===== src/rtl/pmpf_pkg.sv =====
package pmpf_pkg;

  localparam int NUM_COORDS        = 4;
  localparam int MAX_POINTS_DEF    = 32;
  localparam int COORD_WIDTH_DEF   = 16;
  localparam int DIMS_W            = 3;
  localparam int ADDR_W            = 2;
  localparam int DATA_W            = 32;

  localparam logic [DIMS_W-1:0] DIMS_RESET    = 3'd4;
  localparam logic [ADDR_W-1:0] REG_DIMS_USED = 2'd0;

  typedef struct packed {
    logic                  upd;
    logic                  shift;
    logic                  clear;
    logic [NUM_COORDS-1:0] dim_mask;
  } lane_ctl_t;

  typedef struct packed {
    logic self_drop;
    logic any_kept;
    logic head_kept;
    logic head_last;
  } merge_t;

  // dims 0 acts as 1, above 4 acts as 4
  function automatic logic [NUM_COORDS-1:0] dims_mask(input logic [DIMS_W-1:0] dims);
    logic [NUM_COORDS-1:0] m;
    m[0] = 1'b1;
    m[1] = (dims >= 3'd2);
    m[2] = (dims >= 3'd3);
    m[3] = (dims >= 3'd4);
    return m;
  endfunction

endpackage


===== src/rtl/pmpf_lane.sv =====
module pmpf_lane #(
  parameter int COORD_WIDTH = pmpf_pkg::COORD_WIDTH_DEF
) (
  input  logic                                                clk,
  input  logic                                                rst_n,
  input  pmpf_pkg::lane_ctl_t                                 ctl,
  input  logic                                                load_en,
  input  logic                                                self_drop,
  input  logic [pmpf_pkg::NUM_COORDS-1:0][COORD_WIDTH-1:0]    new_pt,
  input  logic [pmpf_pkg::NUM_COORDS-1:0][COORD_WIDTH-1:0]    up_pt,
  input  logic                                                up_occ,
  input  logic                                                up_drop,
  output logic [pmpf_pkg::NUM_COORDS-1:0][COORD_WIDTH-1:0]    pt_o,
  output logic                                                occ_o,
  output logic                                                drop_o,
  output logic                                                hit_o
);
  import pmpf_pkg::*;

  logic [NUM_COORDS-1:0][COORD_WIDTH-1:0] pt_r;
  logic                                   occ_r;
  logic                                   drop_r;
  logic                                   new_covers;
  logic                                   old_covers;

  // componentwise compare in both directions over the active coordinates
  always_comb begin
    new_covers = 1'b1;
    old_covers = 1'b1;
    for (int k = 0; k < NUM_COORDS; k++) begin
      if (ctl.dim_mask[k] && (new_pt[k] < pt_r[k])) new_covers = 1'b0;
      if (ctl.dim_mask[k] && (pt_r[k] < new_pt[k])) old_covers = 1'b0;
    end
  end

  always_ff @(posedge clk) begin
    if (!rst_n) begin
      occ_r  <= 1'b0;
      drop_r <= 1'b0;
    end else if (ctl.clear) begin
      occ_r  <= 1'b0;
      drop_r <= 1'b0;
    end else if (ctl.shift) begin
      occ_r  <= up_occ;
      drop_r <= up_drop;
    end else if (ctl.upd) begin
      if (load_en) begin
        occ_r  <= 1'b1;
        drop_r <= self_drop;
      end else if (occ_r && old_covers) begin
        drop_r <= 1'b1;
      end
    end
  end

  always_ff @(posedge clk) begin
    if (ctl.shift) begin
      pt_r <= up_pt;
    end else if (ctl.upd && load_en) begin
      pt_r <= new_pt;
    end
  end

  assign pt_o   = pt_r;
  assign occ_o  = occ_r;
  assign drop_o = drop_r;
  assign hit_o  = occ_r & new_covers;

endmodule


===== config.mk =====
export PLATFORM = sky130hd
export DESIGN_NAME = pmpf_lane
export DESIGN_NICKNAME = d
export VERILOG_FILES = /design/src/rtl/pmpf_pkg.sv /design/src/rtl/pmpf_lane.sv
export SDC_FILE = /design/constraint.sdc
export NUM_CORES = 1
export LEC_CHECK = 0
export ABC_AREA = 1
export BUFFER_PORTS_ARGS = -buffer_cell sky130_fd_sc_hd__buf_2
export CORE_AREA = 4 4 102 104
export CTS_CLUSTER_SIZE = 40
export DETAILED_ROUTE_END_ITERATION = 7
export DIE_AREA = 0 0 106 108
export PLACE_DENSITY = 0.81
export SKIP_LAST_GASP = 1
export SLEW_MARGIN = 20
export SYNTH_ARGS = -nofsm -noshare
export SYNTH_HDL_FRONTEND = slang
export SYNTH_SLANG_ARGS = --single-unit

===== constraint.sdc =====
create_clock -name clk -period 3.2 [get_ports clk]
set_input_delay 0.64 -clock clk [delete_from_list [all_inputs] [get_ports clk]]
set_output_delay 0.64 -clock clk [all_outputs]
set_load 0.02 [all_outputs]

==> metrics.md <==
| Metric | Value |
|---|---|
| VDD IR-drop max | 0.259 mV |
| Worst skew pair latency | between 0.3 and 0.4 ns |
| Period minus WS final | 2.77 ns |
| PortBufs | roughly 210 |
| Detailed-route wire length | 11800 um |
| Postcts setup bufs | 0 |
| Initial DRC count | about 190 |
| Synth top area cells | edfxtp_1 (43%), ha_1 (18%), nand2_1 (12%) |
| Required time worst endpoint | 2.56 ns |
| Number of iterations in the first detailed-routing pass | 5 |
| Reg-to-Reg Start | pt_o[15] |
| Largest net degree at the start of global routing | 67 |
| CTS root buf | clkbuf_8 |
| Final setup margin | around 0.43 ns |
| Initial Utilization | roughly 47% |
| Fraction of layout cells with a size suffix above 1 | 31.5% |
| Share of Yosys cell area claimed by the top area cell type | 42.8% |
| Standard-cell row count | 36 |
| Status | finished clean |
| Post-CTS resize count | 0 |
| Worst Hold End | occ_o |
| Fin. Hold Viols | 0 |
| CTS max path bufs | 2 |
| R2R setup slack | 1.42 ns |
| Area grow syn2layout | 30.2% |
| Primary FF master, synth | edfxtp_1 |
| Die height | 108 um |
| Arrival time at the worst endpoint | 2.13 ns |
| Async set or reset register ratio after synthesis | 0% |
| HP Start | occ_o |
| Die width | between 100 and 150 um |
| First-pass GRT wire length | 19000 um |
| Top Ports | about 210 |
| Critical path launch point type | input pin |
| Hold depth | 2 |
| Number of synthesized flops with an enable pin | 64 |
| Clock sinks | 66 |
| Pwr dens | approximately 430 nW/um2 |
| Max Freq | 362 MHz |
| Placeable Area | 9550 um2 |
| Actual slew at the worst max-slew pin | between 0.5 and 0.6 ns |
| Crit end category | output pin |
| Tot GR Track Use | 20.6% |
| Routed len/inst | 13.5 um |
| Antenna diodes | 0 |
| Yosys Warn Count | 0 |
| Synth cell types | 23 |
| Fillers | 842 |
| Yosys reg bits | 66 |
| Crit Reg-Reg Endpoint | drop_o |
| Max Fanout on Critical Path | 3 |
| CTS H-tree depth | 3 |
| Pre-CTS setup slack | approximately 0.44 ns |
| Count leader, synth | nand2_1 |
| Slew HR | approximately 64% |
| RePlAce Congestion | 0.837 |
| Worst Skew | ~0.0087 ns |
| DIE AREA | 11400 um2 |
| LEAKAGE | 3.13 nW |
| Setup violations, final | 0 |
| Via total after detailed routing | 4209 |
| Max-cap violations | 0 |
| Syn Inst Count | between 500 and 600 |
| HPWL after DPL | 9460 um |
| Detail Route Antenna Nets | 0 |
| Vias per Instance | 4.82 |
| Setup_tns | 0 ns |
| CTS buffer count | 9 |
| Unrepaired setup endpoints after global routing | no |
| Cell Area, Synth | around 4500 um2 |
| Initial antenna violation count | 0 |
| Vias in the first global route | 4279 |
| Fin. max-slew vios | 0 |
| Nets@finish | 940 |
| Syn Area/Cell | roughly 8.5 um2 |
| Hold Slack | 0.504 ns |
| Post-synth top cells | nand2_1 (140), inv_1 (92), o21ai_0 (65) |
| Register area share after synthesis | 43.7% |
| Crit Path Class | input pin to output pin |
| Synth area leader | edfxtp_1 |
| Worst reg2reg path depth | 10 |
| Tcrit/Tclk final | 86.4% |
| Synthesized Nets | ~730 |
| DRC viols | 0 |
| Clock-pin slew on the worst setup and hold paths | approximately 0.070 ns |
| Hold Crit Class | flip-flop to flip-flop |
| Total gr overflow | 0 |
| Cts hold-fix bufs | 0 |
| CTS tree | built |
==> through the flow <==
stage	instances	power [mW]	util, %	cell area (um2)
global placement	857	1.86	59.5	5680
finish	873	2.51	61.2	5850
CTS	873	2.53	61.2	5850
detailed placement	857	1.89	59.5	5680
global route	873	2.67	61.2	5850
floorplan	528	1.60	-	4490
==> worst max-delay path: stages <==
cell     delay [ns]
buf_2          0.09
inv_1          0.06
ha_1           0.31
nand2_2        0.09
nor4_4         0.31
nand2_2        0.08
a22oi_1        0.15
nand2_1        0.11
nand4_1        0.08
nor2_1         0.04
buf_2          0.16
==> placed cells by master, fill, tap and decap left out, types with 3 or more instances in the layout <==
| cell | synthesis | routed |
|---|---|---|
| clkbuf_1 | 13 | 5 |
| inv_1 | 92 | 91 |
| a21oi_1 | 28 | 28 |
| nand2_1 | 140 | 140 |
| edfxtp_1 | 64 | 64 |
| clkbuf_8 | 0 | 11 |
| nand4_1 | 6 | 6 |
| nor2_1 | 22 | 22 |
| nand3_1 | 13 | 13 |
| o21ai_0 | 65 | 65 |
| buf_2 | 0 | 206 |
| nand2_2 | 6 | 6 |
| buf_4 | 0 | 3 |
| ha_1 | 64 | 64 |
==> power breakdown <==
group          switching (mW)  internal [mW]
sequential             0.0558           1.07
combinational           0.455          0.289
clock                   0.323          0.327
==> state kept, by name (all words and copies together), names as in the netlist <==
register	cells
pt_o	64
drop_o	1
occ_o	1
==> area by class of cell <==
cell class              count  area, um2  area share, %
multi-input cells         356       2130           36.4
flip-flops and latches     66       1960           33.5
repair buffers            210       1070           18.4
inverters                  92        345           5.91
clock buffers              16        170           2.91
well taps                 133        166           2.85
==> kinds of logic after synthesis <==
logic type | count (synthesis) | share of synthesized area, %
fa+ha+maj | 64 | 17.8
flops | 66 | 43.7
buf+inv | 106 | 8.86
simple gates | 193 | 18.3
compound gates | 99 | 11.3
==> how the worst max path moves through the flow <==
| stage | startpoint | end | slack, ns | depth (start not counted) |
|---|---|---|---|---|
| finish | new_pt[15] | hit_o | 0.43 | 11 |
| global placement | new_pt[15] | hit_o | 0.49 | 11 |
| detailed placement | new_pt[15] | hit_o | 0.44 | 11 |
| floorplan | ctl[5] | pt_o[0] | 0.52 | 3 |
| CTS | new_pt[15] | hit_o | 0.41 | 11 |
| global route | pt_o[31] | hit_o | 0.23 | 9 |
==> routing by layer <==
metal | track usage [%] | part of all wire, %
met5 | 0 | 0
met4 | 8.97 | 2.6
met1 | 24.2 | 42
met2 | 36.0 | 48
met3 | 5.07 | 7.7
Power figures use the tool's default switching activity.
