**config.mk**
```make
export PLATFORM = sky130hd
export DESIGN_NAME = pmpf_merge
export DESIGN_NICKNAME = d
export VERILOG_FILES = /design/src/rtl/pmpf_pkg.sv /design/src/rtl/pmpf_merge.sv
export SDC_FILE = /design/constraint.sdc
export NUM_CORES = 1
export LEC_CHECK = 0
export ABC_CLOCK_PERIOD_IN_PS = 900
export BUFFER_PORTS_ARGS = -buffer_cell sky130_fd_sc_hd__buf_2
export CAP_MARGIN = 30
export CORE_MARGIN = 10
export CORE_UTILIZATION = 19
export DETAILED_ROUTE_END_ITERATION = 16
export PLACE_DENSITY = 0.85
export SLEW_MARGIN = 10
export SYNTH_ARGS = -nofsm -noshare
export SYNTH_HDL_FRONTEND = slang
export SYNTH_SLANG_ARGS = --single-unit
```
**constraint.sdc**
```tcl
create_clock -name vclk -period 0.9
set_clock_uncertainty 0.05 [all_clocks]
set_input_delay 0.09 -clock vclk [all_inputs]
set_output_delay 0.09 -clock vclk [all_outputs]
set_load 0.1 [all_outputs]
```
**src/rtl/pmpf_pkg.sv**
```systemverilog
package pmpf_pkg;

  localparam int NUM_COORDS        = 4;
  localparam int MAX_POINTS_DEF    = 32;
  localparam int COORD_WIDTH_DEF   = 16;
  localparam int DIMS_W            = 3;
  localparam int ADDR_W            = 2;
  localparam int DATA_W            = 32;

  localparam logic [DIMS_W-1:0] DIMS_RESET    = 3'd4;
  localparam logic [ADDR_W-1:0] REG_DIMS_USED = 2'd0;

  typedef struct packed {
    logic                  upd;
    logic                  shift;
    logic                  clear;
    logic [NUM_COORDS-1:0] dim_mask;
  } lane_ctl_t;

  typedef struct packed {
    logic self_drop;
    logic any_kept;
    logic head_kept;
    logic head_last;
  } merge_t;

  // dims 0 acts as 1, above 4 acts as 4
  function automatic logic [NUM_COORDS-1:0] dims_mask(input logic [DIMS_W-1:0] dims);
    logic [NUM_COORDS-1:0] m;
    m[0] = 1'b1;
    m[1] = (dims >= 3'd2);
    m[2] = (dims >= 3'd3);
    m[3] = (dims >= 3'd4);
    return m;
  endfunction

endpackage

```
**src/rtl/pmpf_merge.sv**
```systemverilog
module pmpf_merge #(
  parameter int MAX_POINTS = pmpf_pkg::MAX_POINTS_DEF
) (
  input  logic [MAX_POINTS-1:0] hit,
  input  logic [MAX_POINTS-1:0] occ,
  input  logic [MAX_POINTS-1:0] drop,
  output pmpf_pkg::merge_t      res
);
  import pmpf_pkg::*;

  logic [MAX_POINTS-1:0] kept;

  assign kept          = occ & ~drop;
  assign res.self_drop = |hit;
  assign res.any_kept  = |kept;
  assign res.head_kept = kept[0];
  assign res.head_last = kept[0] & ~(|kept[MAX_POINTS-1:1]);

endmodule

```
==> out/results.ini, run 1 <==
[die]
die-area_um2=4000
die_y_um=63.2
rows=15
initial_core_util=0.204
core_um2=1750
io_pins=100
die_w_um=63.2

[outcome]
status=finished, violations left
violations=setup timing

[sta]
setup_viol=3
fin_ws_ps=-388
finalMaxSlewViolations=0
fmax_ghz=0.776
min_period_ps=1290
hold_viol=0
period_share=1.43
relSlewSlack=0.797
fin_tns_setup_ps=-1020
rsz0062_at_grt=true
tightest_slew_ps=305

[synthesis]
ys_top_cells_by_area=nand2b_1, inv_1, nor4_1
synth_area_um2=355
synthDistinctLibCells=14
synth_most_common_cell=nand2b_1
synth_top_area_frac=0.282
ys_seq_area_frac=0
ys_warn_count=0
syn-num-nets=154
syn_inst=58
synthTopCellsByCount=nand2b_1, inv_1, nor4_1, o2111ai_1, o22ai_1
avgSynthCellArea_um2=6.13
synth_largest_area_cell=nand2b_1

[drt]
wl_met2_mm=1.88
routedWlPerCell_um=18.0
drt-pass1-iter-count=4
m1WireLength_mm=1.10
drt_iter0_drc=64
wl_mm=3.32
vias_per_cell=4.67
vias=860
wl_met3_um=319
route.top_layer_used=met4
ant_nets=0
drc_errors=0

[pwr]
power_frac_comb=1.000
switchingPower_uw=183
p_clk_frac=0
p_leak_nw=0.653
internal_power_uw=282
peakVddDrop_mv=0.237
switching_share=0.394
p_seq_frac=0
p_per_area_nw_per_um2=380

[cells_and_area]
clkbuf_count=0
fin_nets=257
drive_gt1_frac=0.780
antenna-diode-count=0
regArea_um2=0
stdcell_count=184
seq_cells=0
area_growth_pct=245

[critical_path]
endpoint_kind=output pin
start_kind=input port
cpMaxStageDelayCell=nor4_4
crit_path_max_fanout=2
arrival_ps=1150
required_ps=760
worst-setup-path-type=input port to output pin
worst_path_largest_cell_delay_ps=310
path_cells=buf_6 > nand2b_4 > o2111ai_4 > nor4_4 > and4_4 > buf_12

[worst_hold_path]
hold_path.startpoint=drop[0]
hold_depth=4
hp-class=input port to output pin
holdPathEnd=res[1]

[cts]
postCtsSetupRepairBufs=0
cts_hold_buf=0

[place]
dp_hpwl_mm=2.80
pre_cts_slack_ps=-470
dp.cells=184
place_congestion=0.752
port_buffers=100

[grt]
gr-total-overflow=0
track_usage=0.146
grt_pass1_vias=959
grt_max_degree=4
antenna_found_initial=0
grt_pass1_wl_mm=4.79

[job]
cap_viol_max_count=0

## stage by stage
step           utilization  instance area [um2]  hold WS [ps]  total power [mW]
2_1_floorplan            -                  400           233             0.106
3_3_place_gp         0.556                  970           558             0.332
3_5_place_dp         0.556                  970           558             0.345
4_1_cts              0.647                 1130           560             0.411
5_1_grt              0.703                 1230           579             0.499
6_report             0.703                 1230           562             0.466
## logic make-up after synthesis
group,count (synthesis),share of synthesized area
AOI/OAI and AO/OA,10,0.236
buffers and inverters,15,0.158
and+or+nand+nor,33,0.606
## per-layer routing
layer  GRT usage  up-vias
met4     0.00820        0
met5           0        -
met3      0.0406        4
li1            -      415
met2       0.310       56
met1       0.137      385
## how the worst max path moves through the flow
stage,slack [ps],start,end,cells past startpoint
after floorplan,-770,drop[8],res[2],4
final,-390,drop[15],res[0],6
after detailed placement,-470,drop[28],res[0],6
after global placement,-440,drop[8],res[0],6
after CTS,-410,drop[26],res[0],6
after global routing,-450,drop[15],res[0],6
## cell usage in the layout (no fill, tap or decap), drive strengths merged
cell type,netlist,layout
nand2b,16,16
nand4b,1,1
o2111ai,5,5
buf,0,101
nor4,9,9
and4,1,1
o221ai,1,1
inv,15,15
nor2b,1,1
nand4,2,2
nor3,2,2
or2,1,1
o22ai,4,4
## worst max-delay path: cells and delay by family
kind            cells  cell delay [ps]
simple gates        3              690
buf+inv             2              230
compound gates      1              130
## power by group through the flow
stage               registers (mW)  logic (mW)  clock network, mW
floorplan                        0       0.106                  0
global placement                 0       0.332                  0
detailed placement               0       0.345                  0
CTS                              0       0.411                  0
global route                     0       0.499                  0
finish                           0       0.466                  0
## cell type report
type                       instances  area, um2
timing repair buffer             101        653
fill                             142        519
multi-input combinational         43        485
inverter                          15       56.3
tap                               25       31.3
## repair_timing
| item | in CTS | in global routing |
|---|---|---|
| resized for setup | 28 | 17 |
| pin swaps | 12 | 7 |
| cloned | 0 | 0 |
| setup endpoints to repair | 3 | 3 |
Note: power is estimated with default switching activity, not from simulation.
==> run 2, diff against run 1 <==
- CELL_PAD_IN_SITES_DETAIL_PLACEMENT: not set -> 1
- CELL_PAD_IN_SITES_GLOBAL_PLACEMENT: not set -> 2
- CORE_UTILIZATION: 19 -> 10
- PLACE_DENSITY: 0.85 -> 0.95
==> out/results.ini, run 2 (synthesis gave the netlist of run 1 again) <==
[sta]
finalMaxSlewViolations=0
min_period_ps=1330
hold_viol=0
relSlewSlack=0.785
rsz0062_at_grt=true
timing.hold.ws_ps=437
period_share=1.48
setup_viol=3
fin_ws_ps=-431
fmax_ghz=0.751
tightest_slew_ps=323

[pwr]
p_clk_frac=0
internal_power_uw=296
switching_share=0.396
power_frac_comb=1.000
p_per_area_nw_per_um2=378
p_leak_nw=0.665
p_seq_frac=0
peakVddDrop_mv=0.128
switchingPower_uw=194

[grt]
grt_pass1_vias=1034
grt_max_degree=4
grt_pass1_wl_mm=4.90
gr-total-overflow=0
antenna_found_initial=0
track_usage=0.0940

[cells_and_area]
drive_gt1_frac=0.791
stdcell_count=204
layout_common_cells=buf_2, buf_6, inv_1
utilization=0.382
clkbuf_count=0
layout_commonest_cell=buf_2
fin_nets=256
antenna-diode-count=0
area_growth_pct=265
seq_cells=0
regArea_um2=0

[drt]
wl_mm=3.48
drc_errors=0
routedWlPerCell_um=17.0
drt-pass1-iter-count=2
vias_per_cell=4.10
vias=837
ant_nets=0
drt_iter0_drc=10

[die]
io_pins=100
die-area_um2=6340
core_um2=3390
initial_core_util=0.105
rows=21
die_w_um=79.6
die_y_um=79.6

[critical_path]
arrival_ps=1190
start_kind=input port
worst-setup-path-type=input port to output pin
crit_path_max_fanout=2
required_ps=760
endpoint_kind=output pin

[place]
place_congestion=0.753
dp_hpwl_mm=2.93
port_buffers=100
dp.cells=204

[worst_hold_path]
hold_depth=3
hp-class=input port to output pin

[outcome]
status=finished, violations left
violations=setup timing

[job]
cap_viol_max_count=0

[cts]
postCtsSetupRepairBufs=0

run 2: routing by layer:
layer  GRT usage  vias up  routed length [um]
met5           0        -                   0
met1      0.0792      380                1000
met4     0.00896        0                  19
met3      0.0293        2                 270
li1            -      413                   -
met2       0.207       42                2180
run 2: final timing paths:
| path | start | to | slack [ps] |
|---|---|---|---|
| hold / removal | drop[0] | res[1] | 440 |
| setup / recovery | drop[15] | res[0] | -430 |
run 2: critical path, stage by stage:
cell,delay [ps]
buf_6,60
nand2b_4,110
o2111ai_4,130
nor4_4,340
and4_4,280
buf_12,170
run 2: what timing repair did:
item / 4_1_cts / 5_1_grt
hold buffers: 0 / 0
resized for setup: 30 / 19
gates cloned: 0 / 0
endpoints found under the setup margin: 3 / 3
pin swaps: 11 / 12
run 2: through the flow:
stage / power (mW) / cell area (um2) / setup slack (ps) / TNS (ps)
floorplan: 0.106 / 400 / -767 / -1390
global placement: 0.331 / 988 / -490 / -1340
CTS: 0.426 / 1170 / -439 / -1070
detailed placement: 0.342 / 988 / -516 / -1410
global route: 0.528 / 1300 / -515 / -1300
finish: 0.490 / 1300 / -431 / -1080
run 2: cell type report:
| class | instances | area, um2 |
|---|---|---|
| inverter | 15 | 56.3 |
| fill | 417 | 2090 |
| tap | 46 | 57.6 |
| multi-input combinational | 43 | 529 |
| timing repair buffer | 100 | 653 |
run 2: power groups by stage:
stage	Clock, mW	Sequential (mW)	Combinational (mW)
2_1_floorplan	0	0	0.106
3_3_place_gp	0	0	0.331
3_5_place_dp	0	0	0.342
4_1_cts	0	0	0.426
5_1_grt	0	0	0.528
6_report	0	0	0.490
==> run 3, diff against run 2 <==
- TNS_END_PERCENT: not set -> 20
==> out/results.ini, run 3 (synthesis gave the netlist of run 1 again) <==
[critical_path]
worst_path_largest_cell_delay_ps=340
worst-setup-path-type=input port to output pin
path_cells=buf_6 > nand2b_4 > o2111ai_4 > nor4_4 > and4_4 > buf_12
cpMaxStageDelayCell=nor4_4
arrival_ps=1190
start_kind=input port
endpoint_kind=output pin
path_buf_inv=2
required_ps=760
crit_path_max_fanout=2
crit_family=simple AND/OR/NAND/NOR gates

[drt]
wl_mm=2.86
routedWlPerCell_um=13.9
drt_iter0_drc=6
vias=836
drt-pass1-iter-count=2
vias_per_cell=4.08
drc_errors=0
ant_nets=0

[place]
port_buffers=100
dp_hpwl_mm=2.67
dp.cells=205
place_congestion=0.754
pre_cts_slack_ps=-542
placed_cell_area_um2=960

[job]
cap_viol_max_count=0

[worst_hold_path]
hp-class=input port to output pin
hold_depth=4
holdPathEnd=res[1]
hold_path.startpoint=drop[0]

[grt]
gr-total-overflow=0
track_usage=0.0765
grt_pass1_wl_mm=4.08
grt_pass1_vias=979
antenna_found_initial=0
grt_max_degree=4

[pwr]
total_power_uw=402
peakVddDrop_mv=0.0675
p_per_area_nw_per_um2=358
p_leak_nw=0.622

[sta]
fmax_ghz=0.751
min_period_ps=1330
hold_viol=0
timing.hold.ws_ps=562
relSlewSlack=0.793
tightest_slew_ps=310
finalMaxSlewViolations=0
rsz0062_at_grt=true
period_share=1.48
fin_ws_ps=-432
setup_viol=3
fin_tns_setup_ps=-1050

[cells_and_area]
drive_gt1_frac=0.736
regArea_um2=0
clkbuf_count=0
area_growth_pct=216
layout_common_cells=buf_2, inv_1, nand2b_1
layout_commonest_cell=buf_2
seq_cells=0
antenna-diode-count=0
utilization=0.331
stdcell_count=205
stdcell_area_um2=1120
fin_nets=257

[die]
rows=21
die_w_um=79.6
initial_core_util=0.105
die_y_um=79.6
core_um2=3390
die-area_um2=6340
io_pins=100

[outcome]
violations=setup timing
status=finished, violations left

[run 3: final cells by class]
cell class / count / area [um2]
multi-input combinational: 43 / 414
inverter: 15 / 56.3
tap: 46 / 57.6
timing repair buffer: 101 / 594
fill: 456 / 2270
[run 3: repair_timing]
| action | in CTS | in global routing |
|---|---|---|
| buffers inserted | 0 | 0 |
| pin swaps | 3 | 3 |
| resized for setup | 13 | 14 |
| hold buffers | 0 | 0 |
| endpoints found under the setup margin | 3 | 3 |
[run 3: routing by layer]
layer | vias up | global-route usage | share of wire
met2 | 50 | 0.154 | 0.56
met1 | 371 | 0.0716 | 0.32
met5 | - | 0 | 0
met4 | 0 | 0 | 0
met3 | 0 | 0.0360 | 0.12
li1 | 415 | - | -
[run 3: how the worst max path moves through the flow]
stage / start / to / slack, ps / depth (start not counted)
after floorplan: drop[8] / res[2] / -770 / 4
after global placement: drop[8] / res[0] / -510 / 6
after detailed placement: drop[8] / res[0] / -540 / 6
after CTS: drop[26] / res[0] / -490 / 6
after global routing: drop[13] / res[0] / -480 / 6
final: drop[13] / res[0] / -430 / 6
[run 3: power by group]
| part | total (mW) | switching [mW] | internal, mW |
|---|---|---|---|
| logic | 0.402 | 0.149 | 0.253 |
| registers | 0 | 0 | 0 |
| clock network | 0 | 0 | 0 |
